--- src/design/tasc_pkg.sv ---
package tasc_pkg;

    localparam int TIME_WIDTH = 32;
    localparam int CODE_WIDTH = 32;
    localparam int SQ_WIDTH   = 32;
    localparam int MS_WIDTH   = 16;
    localparam int ACC_WIDTH  = 16;
    localparam int FUNC_WIDTH = 2;
    localparam int CFG_IDX_WIDTH = 3;
    localparam int IN_DATA_WIDTH  = 88;
    localparam int OUT_DATA_WIDTH = 16;

    typedef logic [TIME_WIDTH-1:0] time_t;

    typedef enum logic [1:0] {
        ST_IDLE  = 2'd0,
        ST_WARN  = 2'd1,
        ST_ALERT = 2'd2,
        ST_TRACK = 2'd3
    } stage_t;

    typedef enum logic [FUNC_WIDTH-1:0] {
        FUNC_TICK  = 2'd0,
        FUNC_RF    = 2'd1,
        FUNC_ACCEL = 2'd2
    } func_t;

    typedef enum logic [CFG_IDX_WIDTH-1:0] {
        CFG_OWNER_CODE     = 3'd0,
        CFG_NETWORK_CODE   = 3'd1,
        CFG_CLEAR_CODE     = 3'd2,
        CFG_STILL_LOW_SQ   = 3'd3,
        CFG_STILL_HIGH_SQ  = 3'd4,
        CFG_WARNING_MS     = 3'd5,
        CFG_BEEP_HALF_MS   = 3'd6,
        CFG_MOTION_HOLD_MS = 3'd7
    } cfg_idx_t;

    localparam logic [SQ_WIDTH-1:0] STILL_LOW_SQ_RST  = 32'd60840000;
    localparam logic [SQ_WIDTH-1:0] STILL_HIGH_SQ_RST = 32'd139240000;
    localparam logic [MS_WIDTH-1:0] WARNING_MS_RST     = 16'd10000;
    localparam logic [MS_WIDTH-1:0] BEEP_HALF_MS_RST   = 16'd500;
    localparam logic [MS_WIDTH-1:0] MOTION_HOLD_MS_RST = 16'd5000;

    // square of the magnitude of a signed sample; -32768 yields 2^30
    function automatic logic [SQ_WIDTH-1:0] sq_mag(input logic [ACC_WIDTH-1:0] a);
        logic [ACC_WIDTH-1:0] mag;
        mag = a[ACC_WIDTH-1] ? (~a + {{(ACC_WIDTH-1){1'b0}}, 1'b1}) : a;
        return {{(SQ_WIDTH-ACC_WIDTH){1'b0}}, mag} * {{(SQ_WIDTH-ACC_WIDTH){1'b0}}, mag};
    endfunction

endpackage

--- src/design/theft_alarm_stage_controller_core.sv ---
// Theft alarm stage controller core.
// Datapath: an accepted input word is held in the input register, then one combinational pass of
//   squares, band compare and stage logic loads the result register.
// Throughput: one word per cycle while downstream takes each result word.
// Reset (rst_n low, asynchronous): clock and time marks zero, stage idle, buzzer off,
//   owner absent, no motion, configuration registers back to their defaults.
module theft_alarm_stage_controller_core (
    input  logic                                 clk,
    input  logic                                 rst_n,
    // input stream
    input  logic                                 s_tvalid,
    output logic                                 s_tready,
    // rf_code[31:0], rf_enabled[32], accel_x[48:33], accel_y[64:49], accel_z[80:65], zero[87:81]
    input  logic [tasc_pkg::IN_DATA_WIDTH-1:0]   s_tdata,
    // func[1:0]
    input  logic [tasc_pkg::FUNC_WIDTH-1:0]      s_tuser,
    // result stream
    output logic                                 m_tvalid,
    input  logic                                 m_tready,
    // alarm_stage[1:0], buzzer_on[2], owner_here[3], moving[4], network_request[5],
    // gps_on_request[6], gps_off_request[7], sms_request[8], zero[15:9]
    output logic [tasc_pkg::OUT_DATA_WIDTH-1:0]  m_tdata,
    // configuration writes
    input  logic                                 cfg_valid,
    output logic                                 cfg_ready,
    input  logic [tasc_pkg::CFG_IDX_WIDTH-1:0]   cfg_index,
    input  logic [tasc_pkg::CODE_WIDTH-1:0]      cfg_data
);
    import tasc_pkg::*;

    // configuration registers
    logic [CODE_WIDTH-1:0] owner_code_reg;
    logic [CODE_WIDTH-1:0] network_code_reg;
    logic [CODE_WIDTH-1:0] clear_code_reg;
    logic [SQ_WIDTH-1:0]   still_low_sq_reg;
    logic [SQ_WIDTH-1:0]   still_high_sq_reg;
    logic [MS_WIDTH-1:0]   warning_ms_reg;
    logic [MS_WIDTH-1:0]   beep_half_ms_reg;
    logic [MS_WIDTH-1:0]   motion_hold_ms_reg;

    // input register
    logic                  in_valid_reg;
    logic [FUNC_WIDTH-1:0] func_reg;
    logic [CODE_WIDTH-1:0] rf_code_reg;
    logic                  rf_enabled_reg;
    logic [ACC_WIDTH-1:0]  accel_x_reg;
    logic [ACC_WIDTH-1:0]  accel_y_reg;
    logic [ACC_WIDTH-1:0]  accel_z_reg;

    // controller state
    time_t  now_reg,          now_next;
    time_t  stage_start_reg,  stage_start_next;
    time_t  last_toggle_reg,  last_toggle_next;
    time_t  motion_start_reg, motion_start_next;
    stage_t stage_reg,        stage_next;
    logic   buzzer_reg,       buzzer_next;
    logic   owner_reg,        owner_next;
    logic   motion_reg,       motion_next;

    // result register
    logic                      out_valid_reg;
    logic [OUT_DATA_WIDTH-1:0] out_data_reg, out_data_next;

    logic advance;
    logic fire;

    // the result slot frees when empty or when downstream takes the word
    assign advance   = !out_valid_reg || m_tready;
    assign fire      = in_valid_reg && advance;
    assign s_tready  = !in_valid_reg || advance;
    assign cfg_ready = 1'b1;
    assign m_tvalid  = out_valid_reg;
    assign m_tdata   = out_data_reg;

    // ---------------------------------------------------------------
    // configuration
    // ---------------------------------------------------------------
    always_ff @(posedge clk or negedge rst_n)
    begin
        if (!rst_n)
        begin
            owner_code_reg     <= '0;
            network_code_reg   <= '0;
            clear_code_reg     <= '0;
            still_low_sq_reg   <= STILL_LOW_SQ_RST;
            still_high_sq_reg  <= STILL_HIGH_SQ_RST;
            warning_ms_reg     <= WARNING_MS_RST;
            beep_half_ms_reg   <= BEEP_HALF_MS_RST;
            motion_hold_ms_reg <= MOTION_HOLD_MS_RST;
        end
        else if (cfg_valid && cfg_ready)
        begin
            case (cfg_index)
                CFG_OWNER_CODE:     owner_code_reg     <= cfg_data;
                CFG_NETWORK_CODE:   network_code_reg   <= cfg_data;
                CFG_CLEAR_CODE:     clear_code_reg     <= cfg_data;
                CFG_STILL_LOW_SQ:   still_low_sq_reg   <= cfg_data;
                CFG_STILL_HIGH_SQ:  still_high_sq_reg  <= cfg_data;
                CFG_WARNING_MS:     warning_ms_reg     <= cfg_data[MS_WIDTH-1:0];
                CFG_BEEP_HALF_MS:   beep_half_ms_reg   <= cfg_data[MS_WIDTH-1:0];
                CFG_MOTION_HOLD_MS: motion_hold_ms_reg <= cfg_data[MS_WIDTH-1:0];
                default:            ;
            endcase
        end
    end

    // ---------------------------------------------------------------
    // input register: hold the word until the pass can run
    // ---------------------------------------------------------------
    always_ff @(posedge clk or negedge rst_n)
    begin
        if (!rst_n)
        begin
            in_valid_reg <= 1'b0;
        end
        else if (s_tready)
        begin
            in_valid_reg <= s_tvalid;
        end
    end

    always_ff @(posedge clk)
    begin
        if (s_tvalid && s_tready)
        begin
            func_reg       <= s_tuser;
            rf_code_reg    <= s_tdata[31:0];
            rf_enabled_reg <= s_tdata[32];
            accel_x_reg    <= s_tdata[48:33];
            accel_y_reg    <= s_tdata[64:49];
            accel_z_reg    <= s_tdata[80:65];
        end
    end

    // ---------------------------------------------------------------
    // event decode and shared conditions
    // ---------------------------------------------------------------
    logic                  is_tick, is_rf, is_accel;
    time_t                 now_inc;
    time_t                 since_stage, since_toggle, since_motion;
    logic                  warn_running, beep_due, hold_expired;
    logic [SQ_WIDTH-1:0]   mag_sq;
    logic                  sample_moving;
    logic                  rf_live, owner_hit, net_hit, clear_hit;
    logic                  tick_warn, toggle_ev, escalate, warn_end_home, owner_drop;
    logic                  motion_rise, warn_start, motion_fall;

    assign is_tick  = (func_reg == FUNC_TICK);
    assign is_rf    = (func_reg == FUNC_RF);
    assign is_accel = (func_reg == FUNC_ACCEL);

    // tick logic looks at the advanced clock, samples at the current one
    assign now_inc      = now_reg + time_t'(1);
    assign since_stage  = now_inc - stage_start_reg;
    assign since_toggle = now_inc - last_toggle_reg;
    assign since_motion = now_reg - motion_start_reg;

    assign warn_running = since_stage < time_t'(warning_ms_reg);
    assign beep_due     = since_toggle >= time_t'(beep_half_ms_reg);
    assign hold_expired = since_motion > time_t'(motion_hold_ms_reg);

    // the sum of three squares tops out at 3 * 2^30 and fits without carry
    assign mag_sq = sq_mag(accel_x_reg) + sq_mag(accel_y_reg) + sq_mag(accel_z_reg);
    assign sample_moving = (mag_sq < still_low_sq_reg) || (mag_sq > still_high_sq_reg);

    // codes match in priority order owner, network, clear
    assign rf_live   = is_rf && rf_enabled_reg;
    assign owner_hit = rf_live && (rf_code_reg == owner_code_reg);
    assign net_hit   = rf_live && !owner_hit && (rf_code_reg == network_code_reg);
    assign clear_hit = rf_live && !owner_hit && !net_hit && (rf_code_reg == clear_code_reg);

    assign tick_warn     = is_tick && (stage_reg == ST_WARN);
    assign toggle_ev     = tick_warn && warn_running && beep_due;
    assign escalate      = tick_warn && !warn_running && !owner_reg;
    assign warn_end_home = tick_warn && !warn_running && owner_reg;
    assign owner_drop    = owner_hit && !owner_reg &&
                           ((stage_reg == ST_WARN) || (stage_reg == ST_ALERT));

    assign motion_rise = is_accel && sample_moving && !motion_reg;
    assign warn_start  = motion_rise && !owner_reg && (stage_reg == ST_IDLE);
    assign motion_fall = is_accel && !sample_moving && motion_reg && hold_expired;

    // ---------------------------------------------------------------
    // next state
    // ---------------------------------------------------------------
    always_comb
    begin
        now_next          = now_reg;
        stage_start_next  = stage_start_reg;
        last_toggle_next  = last_toggle_reg;
        motion_start_next = motion_start_reg;
        stage_next        = stage_reg;
        buzzer_next       = buzzer_reg;
        owner_next        = owner_reg;
        motion_next       = motion_reg;

        if (is_tick)
        begin
            now_next = now_inc;
        end
        if (toggle_ev)
        begin
            buzzer_next      = !buzzer_reg;
            last_toggle_next = now_inc;
        end
        if (escalate)
        begin
            stage_next       = ST_ALERT;
            stage_start_next = now_inc;
            buzzer_next      = 1'b0;
        end
        if (warn_end_home || owner_drop || clear_hit)
        begin
            stage_next  = ST_IDLE;
            buzzer_next = 1'b0;
        end
        if (owner_hit)
        begin
            owner_next = 1'b1;
        end
        if (clear_hit)
        begin
            owner_next = 1'b0;
        end
        if (motion_rise)
        begin
            motion_next       = 1'b1;
            motion_start_next = now_reg;
        end
        if (warn_start)
        begin
            stage_next       = ST_WARN;
            stage_start_next = now_reg;
        end
        if (motion_fall)
        begin
            motion_next = 1'b0;
        end
    end

    // ---------------------------------------------------------------
    // result word: levels after the event plus the one-shot requests
    // ---------------------------------------------------------------
    always_comb
    begin
        out_data_next      = '0;
        out_data_next[1:0] = stage_next;
        out_data_next[2]   = buzzer_next;
        out_data_next[3]   = owner_next;
        out_data_next[4]   = motion_next;
        out_data_next[5]   = net_hit;
        out_data_next[6]   = escalate;
        out_data_next[7]   = owner_drop || clear_hit;
        out_data_next[8]   = escalate;
    end

    // advance state and load the result only when the pass fires
    always_ff @(posedge clk or negedge rst_n)
    begin
        if (!rst_n)
        begin
            now_reg          <= '0;
            stage_start_reg  <= '0;
            last_toggle_reg  <= '0;
            motion_start_reg <= '0;
            stage_reg        <= ST_IDLE;
            buzzer_reg       <= 1'b0;
            owner_reg        <= 1'b0;
            motion_reg       <= 1'b0;
            out_valid_reg    <= 1'b0;
        end
        else
        begin
            if (fire)
            begin
                now_reg          <= now_next;
                stage_start_reg  <= stage_start_next;
                last_toggle_reg  <= last_toggle_next;
                motion_start_reg <= motion_start_next;
                stage_reg        <= stage_next;
                buzzer_reg       <= buzzer_next;
                owner_reg        <= owner_next;
                motion_reg       <= motion_next;
                out_valid_reg    <= 1'b1;
            end
            else if (m_tready)
            begin
                out_valid_reg <= 1'b0;
            end
        end
    end

    always_ff @(posedge clk)
    begin
        if (fire)
        begin
            out_data_reg <= out_data_next;
        end
    end

    // ---------------------------------------------------------------
    // assertions
    // ---------------------------------------------------------------
    // input side stalls only behind a held result word
    a_stall_cause: assert property (@(posedge clk) disable iff (!rst_n)
        !s_tready |-> (out_valid_reg && !m_tready))
        else $error("input stalled while result slot free");

    // the GPS start request only comes with the alert stage
    a_gps_on_alert: assert property (@(posedge clk) disable iff (!rst_n)
        (out_valid_reg && out_data_reg[6]) |-> (out_data_reg[1:0] == ST_ALERT))
        else $error("gps on request outside alert");

    // start and stop requests never share a word
    a_gps_exclusive: assert property (@(posedge clk) disable iff (!rst_n)
        out_valid_reg |-> !(out_data_reg[6] && out_data_reg[7]))
        else $error("gps on and off in one word");

    // the tracking stage is never entered
    a_no_track: assert property (@(posedge clk) disable iff (!rst_n)
        stage_reg != ST_TRACK)
        else $error("tracking stage reached");

    // a fired pass leaves a valid result word in the cycle after
    a_load: assert property (@(posedge clk) disable iff (!rst_n)
        fire |=> out_valid_reg)
        else $error("result word lost");

endmodule
--- config.mk ---
export PLATFORM = sky130hd
export DESIGN_NAME = theft_alarm_stage_controller_core
export DESIGN_NICKNAME = d
export VERILOG_FILES = /design/src/design/tasc_pkg.sv /design/src/design/theft_alarm_stage_controller_core.sv
export SDC_FILE = /design/constraint.sdc
export NUM_CORES = 2
export LEC_CHECK = 0
export ABC_CLOCK_PERIOD_IN_PS = 15300
export BUFFER_PORTS_ARGS = -buffer_cell sky130_fd_sc_hd__buf_2
export CAP_MARGIN = 20
export CORE_UTILIZATION = 54
export CTS_CLUSTER_SIZE = 12
export DETAILED_ROUTE_END_ITERATION = 7
export PLACE_DENSITY = 0.67
export SYNTH_ARGS = -nofsm -noshare
export SYNTH_HDL_FRONTEND = slang
export SYNTH_SLANG_ARGS = --single-unit
--- constraint.sdc ---
create_clock -name clk -period 15.3 [get_ports clk]
set_input_delay 1.53 -clock clk [delete_from_list [all_inputs] [get_ports clk]]
set_output_delay 1.53 -clock clk [all_outputs]
set_load 0.05 [all_outputs]
Word-level counts from Yosys, hierarchy flattened. Cells that the tools add are included.

Register bits after elaboration: 435. Bits of input ports: 130. Output and inout bits: 19. Word-level logic and storage cells: 132.

$add $sub $neg: 9. Multiply operators: 3. Magnitude comparators: 5. Equal/unequal tests: 14. Mux-type cells: 17. Bitwise operators: 3. Reductions and logical operators: 56.

Operators by type and width (count): $eq 32x32->1 (3); $mul 16x16->32 (3); $sub 32x32->32 (3); $add 32x32->32 (2); $mux 32 (2); $add 16x1->16 const B (3); $mux 16 (3); $not 16->16 (3); $add 32x1->32 const B (1); $ge 32x16->1 (1); $gt 32x16->1 (1); $gt 32x32->1 (1); $lt 32x16->1 (1); $lt 32x32->1 (1); $reduce_and 2->1 (12); $logic_and 1x1->1 (23); $eq 3x3->1 const B (4); $logic_not 1->1 (9); $mux 1 (9); $logic_or 1x1->1 (7); $eq 3x2->1 const B (2); $mux 2 (3); $eq 2x1->1 const B (2); $eq 2x2->1 const B (2); other kinds (4) (6).

Logic depth before layout (Yosys ltp).
Word-level depth: 14. Mapped depth: 52. Gate-level depth less buffers: 49.

Worst setup path before layout. Ideal clock, no wire load.

Path type: reg-to-reg. From: register accel_z_reg[0]. To: register motion_start_reg[25]. Library setup time: 125 ps. Arrival: 12256 ps. Required time: 15175 ps. Path slack: 2919 ps. Cell stages (with the launch flop): 45. Path buffers: 3. Period minus slack after synthesis: 12381 ps. Path through: edfxtp_1 -> inv_1 -> clkbuf_1 -> ha_1 -> nand2_1 -> or3_1 -> or3_1 -> and2_1 -> xnor2_1 -> clkinv_1 -> nand2_1 -> fa_1 -> fa_1 -> fa_1 -> fa_1 -> fa_1 -> inv_1 -> fa_1 -> [9 not listed] -> nor3_1 -> or4_1 -> a41oi_1 -> nand2_1 -> a21boi_0 -> a31oi_1 -> nand2_1 -> xor2_1 -> ha_1 -> a21o_1 -> a21o_1 -> a2111oi_0 -> a22oi_1 -> or3_1 -> or2_2 -> clkbuf_1 -> clkbuf_1 -> mux2_2.

Word-level cells in the longest chain between the ends: 10. Elaborated cells between the ends (all ways): 11. Classes of those cells: 2 x add/sub; 1 x mul; 2 x order compare; 1 x mux; 1 x bitwise; 4 x reduce/logical.

RTL lines: from (decl) (RTL line theft_alarm_stage_controller_core.sv:48) `logic [ACC_WIDTH-1:0] accel_z_reg;`; from (signal assigned) (RTL line theft_alarm_stage_controller_core.sv:131) `accel_z_reg <= s_tdata[80:65];`; $not 16->16 (RTL line tasc_pkg.sv:48) `mag = a[ACC_WIDTH-1] ? (~a + {{(ACC_WIDTH-1){1'b0}}, 1'b1}) : a;`; $add 16x1->16 (RTL line tasc_pkg.sv:48); $mux 16 (*) (RTL line tasc_pkg.sv:48); $mul 16x16->32 (*) (RTL line tasc_pkg.sv:49) `return {{(SQ_WIDTH-ACC_WIDTH){1'b0}}, mag} * {{(SQ_WIDTH-ACC_WIDTH){1'b0}}, mag};`; $add 32x32->32 (*) (RTL line theft_alarm_stage_controller_core.sv:163) `assign mag_sq = sq_mag(accel_x_reg) + sq_mag(accel_y_reg) + sq_mag(accel_z_reg);`; $lt 32x32->1 / $gt 32x32->1 (equally long branches) (RTL line theft_alarm_stage_controller_core.sv:164) `assign sample_moving = (mag_sq < still_low_sq_reg) || (mag_sq > still_high_sq_reg);`; $logic_or 1x1->1 (*) (RTL line theft_alarm_stage_controller_core.sv:164); $logic_and 1x1->1 (*) (2 in a row) (RTL line theft_alarm_stage_controller_core.sv:179) `assign motion_rise = is_accel && sample_moving && !motion_reg;`; $reduce_and 2->1 (no line) (*); to (signal assigned) (RTL line theft_alarm_stage_controller_core.sv:279) `motion_start_reg <= motion_start_next;`; to (decl) (RTL line theft_alarm_stage_controller_core.sv:54) `time_t motion_start_reg, motion_start_next;`.

Every way passes the cells marked *; elsewhere a longest branch is shown, timed or not. A chain may end at the register's enable or synchronous reset.

Final worst setup path.
From: register accel_z_reg[0]. To: register motion_start_reg[30].

The elaborated chain is that of the path after synthesis.

==> impl_metrics.json <==
{
  "num_io_pins": 149,
  "cts_root_buffer": "clkbuf_16",
  "clk_latency_ns": 0.66,
  "syn_area_per_cell_um2": 9.76,
  "core_mm2": 0.0884,
  "synthCells": 4934,
  "die_y_um": 301,
  "routed_wl_um": 121000,
  "crit_top_cell": "fa_1",
  "fin_crit_ns": 14.12,
  "num_vias": 34600,
  "drc_errors": 0,
  "grt_pass1_vias": 36000,
  "grt_pass1_wl_um": 195000,
  "syn2layout_area_growth_pct": 8.18,
  "viasPerCell": 5.50,
  "cts_sinks": 434,
  "path_clk_slew_ns": 0.06,
  "finalSetupViolCount": 0,
  "fmax_ghz": 0.0708,
  "fin_crit_sh_pct": 92.3,
  "crit_path_end_kind": "flop",
  "synth_seq_cells": 434,
  "rsz0062_at_grt": "no",
  "critical_path_arrival_ns": 14.63,
  "antenna_found_initial": 5,
  "startpoint_type": "flop",
  "grt_max_degree": 168,
  "slowest_stage": "xnor2_1",
  "place_hpwl_um": 98600,
  "track_usage_pct": 27.9,
  "final-max-slew-violation-count": 0,
  "ys_top_cells_by_area": "fa_1 25%, dfrtp_1 16%, ha_1 12%",
  "synth_edf_count": 91,
  "slew_headroom_pct": 21.9,
  "ys_top_cells_by_count": "1063 x inv_1, 612 x fa_1, 461 x ha_1",
  "status": "finished, final reports clean",
  "yosysSeqAreaShare_pct": 23.6,
  "first_pass_iters": 6,
  "instances_no_fill": 6301,
  "dp.cells": 6202,
  "hold_buffers": 0,
  "yosysWarnings": 0,
  "antenna_left": 0,
  "maxCapViolCount": 0,
  "drt_iter0_drc": 2209,
  "hold_violations": 0,
  "final.setup_skew_ns": 0.0397,
  "layout.nets": 6295,
  "synth_top_area_cell": "fa_1",
  "grt_overflow": 0,
  "avgRoutedWirePerCell_um": 19.2,
  "worstMarginPinSlew_ns": 1.16,
  "cts_buffers": 51,
  "netlist_area_mm2": 0.0482,
  "die_area_mm2": 0.0904,
  "critPathMaxStageDelay_ns": 0.91,
  "crit_type": "flop to flop",
  "synth-main-ff-cell": "dfrtp_1",
  "required_ns": 15.81,
  "port_buffers": 133,
  "cts_setup_buffers": 0,
  "yosysUniqueCellTypes": 91,
  "fin_tns_setup_ns": 0,
  "r2r_setup_slack_ns": 1.18,
  "place_ws_ns": 1.43,
  "critPathMaxFanout": 32,
  "fillers": 7736,
  "final.setup.worst_slack_ns": 1.18,
  "hold_path.class": "flop to flop",
  "cts_tree": "yes",
  "cts_max_path_buffers": 3,
  "synth.most_common_cell": "inv_1",
  "htreeDepth": 2,
  "start_util_pct": 54.5,
  "die_w_um": 301,
  "drive_gt1_share_pct": 10.9,
  "place_congestion": 0.924,
  "postCtsResizedCells": 0,
  "placementRows": 109,
  "synth_top_area_share_pct": 25.4,
  "synthArstFlopShare_pct": 79.0
}
-- critical path: cells and delay by family, from the launching register on --
family	cells	cell delay, ns
AOI/OAI and AO/OA	9	2.37
xor gates and xnor gates	2	1.10
adders and majority gates	12	5.34
buffers and inverters	5	0.69
DFF	1	0.42
muxes	1	0.40
and+or+nand+nor	13	3.64
-- per-layer routing --
metal  wire length [um]  global-route usage [%]  vias to the layer above
met5                  0                       0                        -
li1                   -                       -                    16100
met4               4300                    9.63                        0
met2              60100                    47.7                      908
met3               7140                    4.14                      222
met1              49700                    36.0                    17400
-- cell type report --
cell class | instances | area, um2 | area share (%)
tap | 1165 | 1460 | 2.80
clock inverter | 18 | 148 | 0.283
antenna | 1 | 2.50 | 0.00480
sequential | 434 | 11400 | 21.8
multi-input combinational | 3324 | 32400 | 62.1
clock buffer | 78 | 1530 | 2.93
inverter | 1084 | 4070 | 7.81
timing repair buffer | 197 | 1190 | 2.28
-- path summary, 6_finish.rpt --
check | cells after the start | from | to
worst min register to register | 1 | last_toggle_reg[0] | last_toggle_reg[0]
worst min-delay path | 1 | last_toggle_reg[0] | last_toggle_reg[0]
max in group asynchronous | 2 | rst_n | still_high_sq_reg[4]
worst max register to register | 42 | accel_z_reg[0] | motion_start_reg[30]
min in group asynchronous | 1 | rst_n | motion_hold_ms_reg[11]
worst max-delay path | 42 | accel_z_reg[0] | motion_start_reg[30]
-- placed cells by master, fill, tap and decap left out, types with 41 or more instances in the layout --
master and count:
a21o_1 79, a21oi_1 146, buf_2 132, buf_4 62
clkbuf_16 52, conb_1 46, dfrtp_1 311, edfxtp_1 91
fa_1 612, ha_1 461, inv_1 1063, mux2_2 207
nand2_1 317, nand3_1 90, nand4_1 66, nor2_1 338
nor3_1 41, o21ai_0 139, xnor2_1 231, xor2_1 76
-- stage by stage --
stage	area [um2]	hold slack (ns)	utilization (%)
3_3_place_gp	50400	0.475	57.0
4_1_cts	52100	0.496	58.9
5_1_grt	52100	0.509	59.0
6_report	52100	0.498	59.0
2_1_floorplan	48300	0.457	-
3_5_place_dp	50400	0.485	57.0
-- cell families after synthesis --
kind of cell    share of synthesized area, %
other cells                           0.0156
flops                                   23.6
simple gates                            9.85
xor+xnor                                5.61
buf+inv                                 9.68
mux                                     5.24
compound gates                          8.62
fa+ha+maj                               37.4
Power is left out: the tool's default activity adds up to more than one toggle a clock period on the data nets, which glitch-free logic cannot reach.
